==> src/design/cbd_pkg.sv <==
`default_nettype none
// ----------------------------------------------------------------------------
// cbd_pkg: shared types and constants of the chunked body decoder
// Byte classification record, parser phase codes, status codes and sizes.
// ----------------------------------------------------------------------------
package cbd_pkg;

	// size line limits
	localparam int unsigned MAX_SIZE_DIGITS = 8;
	localparam int unsigned DIG_W           = 4;
	localparam int unsigned SIZE_W          = 32;
	localparam int unsigned LEN_W           = 16;

	// queue between front and back
	localparam int unsigned QDEPTH = 4;
	localparam int unsigned QPTR_W = $clog2(QDEPTH);
	localparam int unsigned QCNT_W = $clog2(QDEPTH + 1);

	// parser phases
	localparam logic [2:0] PH_SIZE_START  = 3'd0;
	localparam logic [2:0] PH_SIZE_DIGITS = 3'd1;
	localparam logic [2:0] PH_EXPECT_LF   = 3'd2;
	localparam logic [2:0] PH_DATA        = 3'd3;
	localparam logic [2:0] PH_SKIP        = 3'd4;

	// status codes
	localparam logic [2:0] ST_OK        = 3'd0;
	localparam logic [2:0] ST_BAD_FIRST = 3'd1;
	localparam logic [2:0] ST_BAD_CHAR  = 3'd2;
	localparam logic [2:0] ST_NO_LF     = 3'd3;
	localparam logic [2:0] ST_OVERFLOW  = 3'd4;

	localparam logic [7:0] CHAR_CR = 8'h0D;
	localparam logic [7:0] CHAR_LF = 8'h0A;

	// one classified body word
	typedef struct packed {
		logic [7:0] body_byte;
		logic       hex_ok;
		logic [3:0] nibble;
		logic       is_cr;
		logic       is_lf;
		logic       first;
		logic       last;
	} cbd_item_t;

endpackage
`default_nettype wire

==> src/design/cbd_front.sv <==
`default_nettype none
// ----------------------------------------------------------------------------
// cbd_front: input stage
// Takes body words, decodes hex digits and CR/LF, and hands them to the queue.
// ----------------------------------------------------------------------------
module cbd_front (
	input  wire logic             clk,
	input  wire logic             arst_n,
	input  wire logic             in_valid,
	output logic                  in_ready,
	input  wire logic [7:0]       body_byte,
	input  wire logic             first_of_body,
	input  wire logic             last_of_body,
	output logic                  item_valid,
	input  wire logic             item_ready,
	output cbd_pkg::cbd_item_t    item
);
	import cbd_pkg::*;

	logic      valid_s1;
	cbd_item_t item_s1;
	cbd_item_t item_c;

	// classify the incoming byte
	always_comb begin
		item_c           = '0;
		item_c.body_byte = body_byte;
		item_c.first     = first_of_body;
		item_c.last      = last_of_body;
		item_c.is_cr     = (body_byte == CHAR_CR);
		item_c.is_lf     = (body_byte == CHAR_LF);
		if (body_byte >= 8'h30 && body_byte <= 8'h39) begin
			item_c.hex_ok = 1'b1;
			item_c.nibble = body_byte[3:0];
		end else if ((body_byte >= 8'h41 && body_byte <= 8'h46) ||
		             (body_byte >= 8'h61 && body_byte <= 8'h66)) begin
			item_c.hex_ok = 1'b1;
			item_c.nibble = 4'(body_byte[2:0] + 3'd0) + 4'd9;
		end
	end

	assign in_ready   = !valid_s1 || item_ready;
	assign item_valid = valid_s1;
	assign item       = item_s1;

	// stage register
	always_ff @(posedge clk or negedge arst_n) begin
		if (!arst_n) begin
			valid_s1 <= 1'b0;
		end else if (in_ready) begin
			valid_s1 <= in_valid;
		end
	end

	always_ff @(posedge clk) begin
		if (in_ready && in_valid) begin
			item_s1 <= item_c;
		end
	end

endmodule
`default_nettype wire

==> src/design/cbd_queue.sv <==
`default_nettype none
// ----------------------------------------------------------------------------
// cbd_queue: short word queue
// Small register FIFO that decouples the input stage from the parser.
// ----------------------------------------------------------------------------
module cbd_queue (
	input  wire logic             clk,
	input  wire logic             arst_n,
	input  wire logic             push_valid,
	output logic                  push_ready,
	input  wire cbd_pkg::cbd_item_t push_item,
	output logic                  pop_valid,
	input  wire logic             pop_ready,
	output cbd_pkg::cbd_item_t    pop_item
);
	import cbd_pkg::*;

	cbd_item_t          slot_q [QDEPTH];
	logic [QPTR_W-1:0]  wr_ptr_q;
	logic [QPTR_W-1:0]  rd_ptr_q;
	logic [QCNT_W-1:0]  count_q;
	logic               push;
	logic               pop;

	assign push_ready = (count_q != QCNT_W'(QDEPTH));
	assign pop_valid  = (count_q != '0);
	assign pop_item   = slot_q[rd_ptr_q];
	assign push       = push_valid && push_ready;
	assign pop        = pop_valid && pop_ready;

	// pointers and fill count
	always_ff @(posedge clk or negedge arst_n) begin
		if (!arst_n) begin
			wr_ptr_q <= '0;
			rd_ptr_q <= '0;
			count_q  <= '0;
		end else begin
			if (push) wr_ptr_q <= wr_ptr_q + 1'b1;
			if (pop)  rd_ptr_q <= rd_ptr_q + 1'b1;
			case ({push, pop})
				2'b10:   count_q <= count_q + 1'b1;
				2'b01:   count_q <= count_q - 1'b1;
				default: count_q <= count_q;
			endcase
		end
	end

	// storage
	always_ff @(posedge clk) begin
		if (push) begin
			slot_q[wr_ptr_q] <= push_item;
		end
	end

endmodule
`default_nettype wire

==> src/design/cbd_back.sv <==
`default_nettype none
// ----------------------------------------------------------------------------
// cbd_back: chunk parser
// Walks size lines, passes chunk data, latches errors, and holds the result.
// ----------------------------------------------------------------------------
module cbd_back (
	input  wire logic                      clk,
	input  wire logic                      arst_n,
	input  wire logic [cbd_pkg::LEN_W-1:0] capacity,
	input  wire logic                      item_valid,
	output logic                           item_ready,
	input  wire cbd_pkg::cbd_item_t        item,
	output logic                           out_valid,
	input  wire logic                      out_ready,
	output logic                           data_valid,
	output logic [7:0]                     decoded_byte,
	output logic [2:0]                     status,
	output logic                           body_done,
	output logic [cbd_pkg::LEN_W-1:0]      decoded_length
);
	import cbd_pkg::*;

	// parser state
	logic [2:0]        phase_q;
	logic [SIZE_W-1:0] rem_q;
	logic [SIZE_W-1:0] acc_q;
	logic [DIG_W-1:0]  dig_q;
	logic              tp_q;
	logic [LEN_W-1:0]  emit_q;
	logic [2:0]        err_q;

	// next values
	logic [2:0]        ph_n;
	logic [SIZE_W-1:0] rem_n;
	logic [SIZE_W-1:0] acc_n;
	logic [DIG_W-1:0]  dig_n;
	logic              tp_n;
	logic [LEN_W-1:0]  emit_n;
	logic [2:0]        err_n;
	logic              new_err;
	logic              dv_n;
	logic              take;
	logic              pop;

	// output register
	logic              out_valid_q;
	logic              dv_q;
	logic [7:0]        byte_q;
	logic [2:0]        status_q;
	logic              done_q;
	logic [LEN_W-1:0]  len_q;

	assign item_ready = !out_valid_q || out_ready;
	assign pop        = item_valid && item_ready;

	// one parser step
	always_comb begin
		ph_n    = item.first ? PH_SIZE_START : phase_q;
		rem_n   = item.first ? '0 : rem_q;
		acc_n   = item.first ? '0 : acc_q;
		dig_n   = item.first ? '0 : dig_q;
		tp_n    = item.first ? 1'b0 : tp_q;
		emit_n  = item.first ? '0 : emit_q;
		err_n   = item.first ? ST_OK : err_q;
		new_err = 1'b0;
		dv_n    = 1'b0;
		take    = 1'b0;
		if (err_n == ST_OK) begin
			case (ph_n)
				PH_SIZE_START: begin
					if (item.hex_ok) begin
						acc_n = '0;
						dig_n = '0;
						take  = 1'b1;
						ph_n  = PH_SIZE_DIGITS;
					end else begin
						err_n   = ST_BAD_FIRST;
						new_err = 1'b1;
					end
				end
				PH_SIZE_DIGITS: begin
					if (item.hex_ok) begin
						take = 1'b1;
					end else if (item.is_cr) begin
						ph_n = PH_EXPECT_LF;
					end else begin
						err_n   = ST_BAD_CHAR;
						new_err = 1'b1;
					end
				end
				PH_EXPECT_LF: begin
					if (item.is_lf) begin
						rem_n = (dig_n > DIG_W'(MAX_SIZE_DIGITS)) ? '0 : acc_n;
						acc_n = '0;
						dig_n = '0;
						if (rem_n != '0) begin
							ph_n = PH_DATA;
						end else begin
							ph_n = PH_SKIP;
							tp_n = 1'b1;
						end
					end else begin
						err_n   = ST_NO_LF;
						new_err = 1'b1;
					end
				end
				PH_DATA: begin
					if (emit_n >= capacity) begin
						err_n   = ST_OVERFLOW;
						new_err = 1'b1;
					end else begin
						dv_n   = 1'b1;
						emit_n = emit_n + 1'b1;
						rem_n  = rem_n - 1'b1;
						if (rem_n == '0) begin
							ph_n = PH_SKIP;
							tp_n = 1'b1;
						end
					end
				end
				default: begin
					// chunk trailer: two bytes dropped unchecked
					if (tp_n) begin
						tp_n = 1'b0;
					end else begin
						ph_n = PH_SIZE_START;
					end
				end
			endcase
			// shift in a size digit, saturate the count past the limit
			if (take) begin
				if (dig_n < DIG_W'(MAX_SIZE_DIGITS)) begin
					acc_n = {acc_n[SIZE_W-5:0], item.nibble};
					dig_n = dig_n + 1'b1;
				end else begin
					dig_n = DIG_W'(MAX_SIZE_DIGITS + 1);
				end
			end
		end
	end

	// state update
	always_ff @(posedge clk or negedge arst_n) begin
		if (!arst_n) begin
			phase_q <= PH_SIZE_START;
			rem_q   <= '0;
			acc_q   <= '0;
			dig_q   <= '0;
			tp_q    <= 1'b0;
			emit_q  <= '0;
			err_q   <= ST_OK;
		end else if (pop) begin
			phase_q <= ph_n;
			rem_q   <= rem_n;
			acc_q   <= acc_n;
			dig_q   <= dig_n;
			tp_q    <= tp_n;
			emit_q  <= emit_n;
			err_q   <= err_n;
		end
	end

	// result register
	always_ff @(posedge clk or negedge arst_n) begin
		if (!arst_n) begin
			out_valid_q <= 1'b0;
		end else if (item_ready) begin
			out_valid_q <= item_valid;
		end
	end

	always_ff @(posedge clk) begin
		if (pop) begin
			dv_q     <= dv_n;
			byte_q   <= dv_n ? item.body_byte : 8'h00;
			status_q <= err_n;
			done_q   <= item.last || new_err;
			len_q    <= emit_n;
		end
	end

	assign out_valid      = out_valid_q;
	assign data_valid     = dv_q;
	assign decoded_byte   = byte_q;
	assign status         = status_q;
	assign body_done      = done_q;
	assign decoded_length = len_q;

`ifndef SYNTHESIS
	// trailer flag only lives in the skip phase
	a_tp_in_skip: assert property (@(posedge clk) disable iff (!arst_n)
		tp_q |-> (phase_q == PH_SKIP))
		else $error("trailer flag outside skip phase");

	// data phase always has bytes left
	a_data_rem: assert property (@(posedge clk) disable iff (!arst_n)
		(phase_q == PH_DATA) |-> (rem_q != '0))
		else $error("data phase with zero bytes remaining");

	// a payload word is never shown with an error status
	a_dv_ok: assert property (@(posedge clk) disable iff (!arst_n)
		(out_valid_q && dv_q) |-> (status_q == ST_OK))
		else $error("payload word with error status");

	// every word taken from the queue yields a result next cycle
	a_pop_result: assert property (@(posedge clk) disable iff (!arst_n)
		pop |=> out_valid_q)
		else $error("accepted word produced no result");

	// an emitted payload advances the length by one
	a_len_step: assert property (@(posedge clk) disable iff (!arst_n)
		(pop && dv_n && !item.first) |=> (emit_q == $past(emit_q) + 1'b1))
		else $error("length did not advance on payload");
`endif

endmodule
`default_nettype wire

==> src/design/chunked_body_decoder.sv <==
`default_nettype none
// Path: an accepted word passes the input stage register, a queue slot, then the parser result
//   register, and waits behind any words the queue already holds. Throughput: one word per cycle
//   while out_ready is high; the parser retires one word per cycle from a 4-entry queue.
// Reset: arst_n clears parser state, queue and valid flags at once; capacity returns to 65535.
// ----------------------------------------------------------------------------
// chunked_body_decoder: HTTP chunked transfer body decoder
// Front stage classifies bytes, a short queue feeds the chunk parser back end.
// ----------------------------------------------------------------------------
module chunked_body_decoder (
	input  wire logic                      clk,
	input  wire logic                      arst_n,
	input  wire logic                      cfg_wr_en,
	input  wire logic [cbd_pkg::LEN_W-1:0] cfg_wr_data,
	input  wire logic                      in_valid,
	output logic                           in_ready,
	input  wire logic [7:0]                body_byte,
	input  wire logic                      first_of_body,
	input  wire logic                      last_of_body,
	output logic                           out_valid,
	input  wire logic                      out_ready,
	output logic                           data_valid,
	output logic [7:0]                     decoded_byte,
	output logic [2:0]                     status,
	output logic                           body_done,
	output logic [cbd_pkg::LEN_W-1:0]      decoded_length
);
	import cbd_pkg::*;

	logic [LEN_W-1:0] output_capacity_q;
	logic             f_valid;
	logic             f_ready;
	cbd_item_t        f_item;
	logic             q_valid;
	logic             q_ready;
	cbd_item_t        q_item;

	// capacity register
	always_ff @(posedge clk or negedge arst_n) begin
		if (!arst_n) begin
			output_capacity_q <= '1;
		end else if (cfg_wr_en) begin
			output_capacity_q <= cfg_wr_data;
		end
	end

	cbd_front u_front (
		.clk           (clk),
		.arst_n        (arst_n),
		.in_valid      (in_valid),
		.in_ready      (in_ready),
		.body_byte     (body_byte),
		.first_of_body (first_of_body),
		.last_of_body  (last_of_body),
		.item_valid    (f_valid),
		.item_ready    (f_ready),
		.item          (f_item)
	);

	cbd_queue u_queue (
		.clk        (clk),
		.arst_n     (arst_n),
		.push_valid (f_valid),
		.push_ready (f_ready),
		.push_item  (f_item),
		.pop_valid  (q_valid),
		.pop_ready  (q_ready),
		.pop_item   (q_item)
	);

	cbd_back u_back (
		.clk            (clk),
		.arst_n         (arst_n),
		.capacity       (output_capacity_q),
		.item_valid     (q_valid),
		.item_ready     (q_ready),
		.item           (q_item),
		.out_valid      (out_valid),
		.out_ready      (out_ready),
		.data_valid     (data_valid),
		.decoded_byte   (decoded_byte),
		.status         (status),
		.body_done      (body_done),
		.decoded_length (decoded_length)
	);

endmodule
`default_nettype wire

==> config.mk <==
export PLATFORM = sky130hd
export DESIGN_NAME = chunked_body_decoder
export DESIGN_NICKNAME = d
export VERILOG_FILES = /design/src/design/cbd_pkg.sv /design/src/design/cbd_front.sv /design/src/design/cbd_queue.sv /design/src/design/cbd_back.sv /design/src/design/chunked_body_decoder.sv
export SDC_FILE = /design/constraint.sdc
export NUM_CORES = 1
export LEC_CHECK = 0
export BUFFER_PORTS_ARGS = -buffer_cell sky130_fd_sc_hd__buf_2
export CAP_MARGIN = 20
export CORE_AREA = 3 3 167 169
export CTS_BUF_LIST = sky130_fd_sc_hd__clkbuf_8
export DETAILED_ROUTE_END_ITERATION = 12
export DIE_AREA = 0 0 170 172
export SYNTH_ARGS = -nofsm -noshare
export SYNTH_HDL_FRONTEND = slang
export SYNTH_HIERARCHICAL = 1
export SYNTH_SLANG_ARGS = --single-unit
==> constraint.sdc <==
create_clock -name clk -period 14.9 [get_ports clk]
set_clock_uncertainty 0.15 [all_clocks]
set_input_delay 0.745 -clock clk [delete_from_list [all_inputs] [get_ports clk]]
set_output_delay 0.745 -clock clk [all_outputs]
set_load 0.02 [all_outputs]
Word level (Yosys, flattened, before mapping):

Memory sizes are Yosys's and may differ from the RTL's.
Index checks and enable logic that the tools add are counted.

* reduce and logical (&&, ||, !) cells: 19
* $add $sub $neg: 8
* eq/ne operators: 8
* mux-type cells: 69
* $lt $le $gt $ge: 9

Operators by type and width (number)
* 32-bit 2-to-1 mux: 11
* 32-bit case mux with 2 select lines: 2
* 16-bit 2-to-1 mux: 4
* 3-bit 2-to-1 mux: 17
* 32-bit zero test: 1
* 4-bit 2-to-1 mux: 8
* 32-bit nonzero test: 1
* 32-bit by 1-bit subtractor with 32-bit output (second input constant): 1
* 3-bit case mux with 4 select lines: 2
* 1-bit 2-to-1 mux: 20
* 16-bit by 1-bit adder with 16-bit output (second input constant): 1
* 8-bit by 4-bit equality test with 1-bit output (second input constant): 2
* 16-bit >= comparator: 1
* 8-bit by 7-bit >= comparator with 1-bit output (second input constant): 2
* 8-bit by 7-bit less-or-equal comparator with 1-bit output (second input constant): 2
* 8-bit by 6-bit >= comparator with 1-bit output (second input constant): 1
* 8-bit by 6-bit less-or-equal comparator with 1-bit output (second input constant): 1
* 4-bit case mux with 2 select lines: 1
* 3-bit by 2-bit equality test with 1-bit output (second input constant): 2
* 1-bit logical AND: 6
* 3-bit zero test: 2
* 3-bit case mux with 2 select lines: 1
* 5-bit 2-to-1 mux: 1
* 2-bit by 1-bit adder with 2-bit output (second input constant): 2
* other kinds (17): 21

* memories kept: 1
* logic and storage cells: 139
* bits in writable memories: 68
* bits in registers: 162
* bits of input ports: 31
* output and inout bits: 31

Memory list
* u_queue.slot_q: words 4, width 17, rd ports 1, clocked after Yosys merged registers in 0, write ports 1, line cbd_queue.sv:18 `cbd_item_t slot_q [QDEPTH];`

Depth between registers and ports, before layout:

An unclocked memory read counts as a cell.

* depth after elaboration: 9
* mapped depth: 19
* gate-level depth less buffers: 11

Modules after synthesis:

Netlist, hierarchy kept.

By module, submodules not included
* cbd_back: instances 1, cells each 879, sequential area each 3173.0 um2, area each 8020.2 um2
* cbd_queue: instances 1, cells each 126, sequential area each 2217.1 um2, area each 2882.8 um2
* cbd_front: instances 1, cells each 46, sequential area each 535.5 um2, area each 777.0 um2
* chunked_body_decoder: instances 1, cells each 34, sequential area each 420.4 um2, area each 669.4 um2

Least setup slack after synthesis:

Ideal clock, no wire load.

* kind: register to register
* start point: register u_queue.rd_ptr_q[1]
* end point: register u_back.len_q[14] (netlist: u_back/decoded_length[14]) (data pin)
* path slack: 10.044 ns
* arrival: 4.447 ns
* clock period less this slack: 4.856 ns
* required time: 14.490 ns
* path buffers: 9
* cell stages (with the launch flop): 18
* setup time: 0.260 ns
* cell sequence: dfrtp_1 buf_2 buf_2 mux4_2 clkbuf_1 clkbuf_1 clkbuf_1 clkbuf_1 buf_1 clkbuf_1 nor2b_1 ha_1 a21oi_1 o21ai_0 clkbuf_8 nor4_1 nand3_1 mux2_2

RTL lines
* start, declared: line cbd_queue.sv:20 `logic [QPTR_W-1:0] rd_ptr_q;`
* start signal, assigned: line cbd_queue.sv:39 `if (pop) rd_ptr_q <= rd_ptr_q + 1'b1;`
* end signal, assigned: line cbd_back.sv:178 `len_q <= emit_n;`
* end, declared: line cbd_back.sv:51 `logic [LEN_W-1:0] len_q;`

==> impl_metrics.json <==
{
  "multiInputGateArea_um2": 5444,
  "cp-end-kind": "flip-flop",
  "drc": 0,
  "via_per_inst": 6.125,
  "hold_class": "in -> async",
  "layout-drive-gt1-share_pct": 20.83,
  "peakVddDrop_uv": 85.65,
  "cts_tree": "done",
  "timing.final.crit_share_pct": 35.01,
  "synthArstFlopShare_pct": 50.43,
  "report.final.slew_viol_count": 0,
  "grt_max_degree": 64,
  "routed_wl_um": 31400,
  "final_nets": 1192,
  "max_clock_freq_mhz": 191.7,
  "cpMostUsedCell": "buf_4",
  "synth_top_area_share_pct": 27.72,
  "synth.top_cells.by_count": "edfxtp_1 (114), dfrtp_1 (100), nand2_1 (77), o21ai_0 (55), nor2_1 (49)",
  "synthAdderAreaFrac_pct": 3.100,
  "final-setup-viol-count": 0,
  "firstDrtPassIters": 5,
  "synth_compound_area_share_pct": 15.36,
  "p_total_uw": 2356,
  "die_h_um": 172,
  "clock_path_buffers": 3,
  "synth.distinct_cells": 97,
  "crit_chain": "mux4_2 -> buf_4 -> clkinv_1 -> buf_4 -> nand2_1 -> ha_1 -> inv_1 -> a21oi_2 -> o21ai_0 -> or4_1 -> or3_1 -> o211ai_1",
  "startpoint": "u_queue/rd_ptr_q[1]",
  "die-area_um2": 29240,
  "avgRoutedWirePerCell_um": 20.89,
  "cp.required_ps": 15220,
  "final.setup.worst_slack_ps": 9683,
  "die_w_um": 170,
  "synthFlopType": "edfxtp_1",
  "post-route-util_pct": 51.17,
  "clock_latency_ps": 570,
  "dp_slack_ps": 9763,
  "hold_viol": 0,
  "critPathMaxFanout": 37,
  "power_density_nw_per_um2": 172.3,
  "num_rows": 60,
  "htree_levels": 2,
  "grt-ovfl-total": 0,
  "reg2reg_depth": 12,
  "clk_pin_slew_ps": 60,
  "rsz0062_at_grt": "false",
  "core_um2": 26730,
  "leakagePower_uw": 0.005596,
  "avgSynthCellArea_um2": 11.38,
  "synth_xor_area_share_pct": 1.986,
  "grt_util_all_layers_pct": 21.87,
  "grt_pass1_wl_um": 50940,
  "startpoint_type": "flip-flop",
  "cts_root_buf": "clkbuf_8",
  "yosys.area_share.simple_pct": 17.01,
  "drtAntennaViolNets": 0,
  "slowest_stage": "dfrtp_1",
  "gp_congestion": 0.9421,
  "syn_area_um2": 12350,
  "fin_tns_setup_ps": 0,
  "seq_area_um2": 6346,
  "synth-edff-count": 114,
  "ys_seq_area_share_pct": 51.39,
  "r2r-start": "u_queue/rd_ptr_q[1]",
  "slew_headroom_pct": 37.63,
  "start_util_pct": 46.21,
  "fillCellCount": 2384,
  "diodes": 0,
  "io_buffers": 61,
  "drv_cap": 0,
  "synth_top_family_by_area": "simple AND/OR/NAND/NOR gates",
  "critPathBufInv": 4,
  "syn_inst": 1085,
  "cts_resized": 0,
  "synth_mux_area_share_pct": 6.525,
  "cts.sinks": 230,
  "grt_pass1_vias": 9266,
  "synthToLayoutAreaGrowth_pct": 10.73,
  "netlist.top_cell.by_area": "edfxtp_1",
  "antenna_found_initial": 0,
  "worst_slew_pin_slew_ps": 930.5,
  "drt_iter0_drc": 897,
  "synth.area.top_cells": "edfxtp_1 (28%), dfrtp_1 (20%), dfstp_2 (3.4%), mux4_2 (3.1%), ha_1 (2.9%)",
  "cpPeakStageDelay_ps": 860,
  "status": "finished, final reports clean",
  "path_class": "reg -> reg",
  "path_delay_family": "buffers and inverters",
  "post-route-min-period_ps": 5217,
  "ys_warn_count": 6,
  "cp_num_cells": 12,
  "synth.most_common_cell": "edfxtp_1",
  "synth-seq-cells": 230,
  "holdBufCountCts": 0,
  "cts_buffers": 40,
  "via_count": 9206,
  "cp.arrival_ps": 5530,
  "pin_count": 62,
  "hpwlAfterDp_um": 21740,
  "syn_nets": 1146,
  "cts_setup_buffers": 0
}
## sequential cells by signal, summed over array words and instances (netlist names), 2 cells and up
name                   count
output_capacity_q         16
u_back/acc_q              32
u_back/decoded_byte        8
u_back/decoded_length     16
u_back/dig_q               4
u_back/emit_q             16
u_back/err_q               3
u_back/phase_q             3
u_back/rem_q              32
u_back/status              3
u_front/item              17
u_queue/count_q            3
u_queue/rd_ptr_q           2
u_queue/slot_q            68
u_queue/wr_ptr_q           2
## cell families (layout without fill, tap and decap cells)
logic type               count (synthesis)  after routing
flip-flops                             230            230
buffers and inverters                  111            188
AO/OA/AOI/OAI                          261            261
XOR/XNOR                                28             28
AND/OR/NAND/NOR                        373            373
adder cells (fa/ha/maj)                 30             30
multiplexers                            52             52
## layout by cell type (no fill, tap or decap), types with 11 or more instances in the layout
cell      synthesis  layout
a21oi_1          32      32
a221o_1          13      13
a22o_1           37      37
a22oi_1          19      19
and2_1           20      20
and3_1           13      13
buf_2             4      60
buf_4             3      17
clkbuf_8         10      48
dfrtp_1         100     100
dfstp_2          16      16
edfxtp_1        114     114
ha_1             29      29
inv_1            37      42
mux2_2           13      13
mux2_4           11      11
mux4_2           17      17
nand2_1          77      77
nand3_1          30      30
nand4_1          13      13
nor2_1           49      49
nor2b_1          23      23
nor3_1           35      34
nor4_1           39      39
o21ai_0          55      54
xnor2_1          13      13
xor2_1           15      15
## where the power goes
group,internal [uW],total [uW],leakage [uW],switching (uW)
Combinational,303,845,0.00251,542
Sequential,804,890,0.00261,85.9
Clock,352,621,0.000475,269
## path summary, 6_finish.rpt
path / endpoint / slack [ps]
min in group clk: u_front/item[0] / 200
setup reg to reg: u_back/rem_q[24] / 9680
max in group asynchronous: u_queue/count_q[2] / 13210
hold reg to reg: u_queue/slot_q[0][8] / 340
setup / recovery: u_back/rem_q[24] / 9680
hold / removal: u_back/emit_q[0] / 120
## stage by stage
| step | instance area (um^2) | instances | hold WS [ps] |
|---|---|---|---|
| 2_1_floorplan | 12350 | 1085 | 299.4 |
| 3_3_place_gp | 12790 | 1430 | 328.9 |
| 3_5_place_dp | 12790 | 1430 | 335.2 |
| 4_1_cts | 13670 | 1503 | 123.1 |
| 5_1_grt | 13670 | 1503 | 164.8 |
| 6_report | 13670 | 1503 | 123.4 |
## layout make-up
| class | instances | share of cell area [%] |
|---|---|---|
| repair buffers | 77 | 3.129 |
| clock buffers | 48 | 4.831 |
| clock inverters | 25 | 1.656 |
| flip-flops and latches | 230 | 46.41 |
| well taps | 341 | 3.120 |
| multi-input cells | 744 | 39.81 |
| inverters | 38 | 1.043 |
## layer usage
| layer | routed length (um) | GRT usage (%) | up-vias | share of wire, % |
|---|---|---|---|---|
| met4 | 1119 | 8.995 | 0 | 3.6 |
| li1 | - | - | 4276 | - |
| met2 | 14730 | 35.70 | 334 | 47 |
| met3 | 1806 | 3.909 | 80 | 5.8 |
| met5 | 0 | 0 | - | 0 |
| met1 | 13750 | 29.15 | 4516 | 44 |
## worst register-to-register path, cell delays in order, from the launching register on
cell and delay (ps):
dfrtp_1 860, mux4_2 350, buf_4 360, clkinv_1 600, buf_4 440, nand2_1 160, ha_1 420, inv_1 210
a21oi_2 390, o21ai_0 260, or4_1 530, or3_1 320, o211ai_1 90
(Power assumes the default switching activity.)
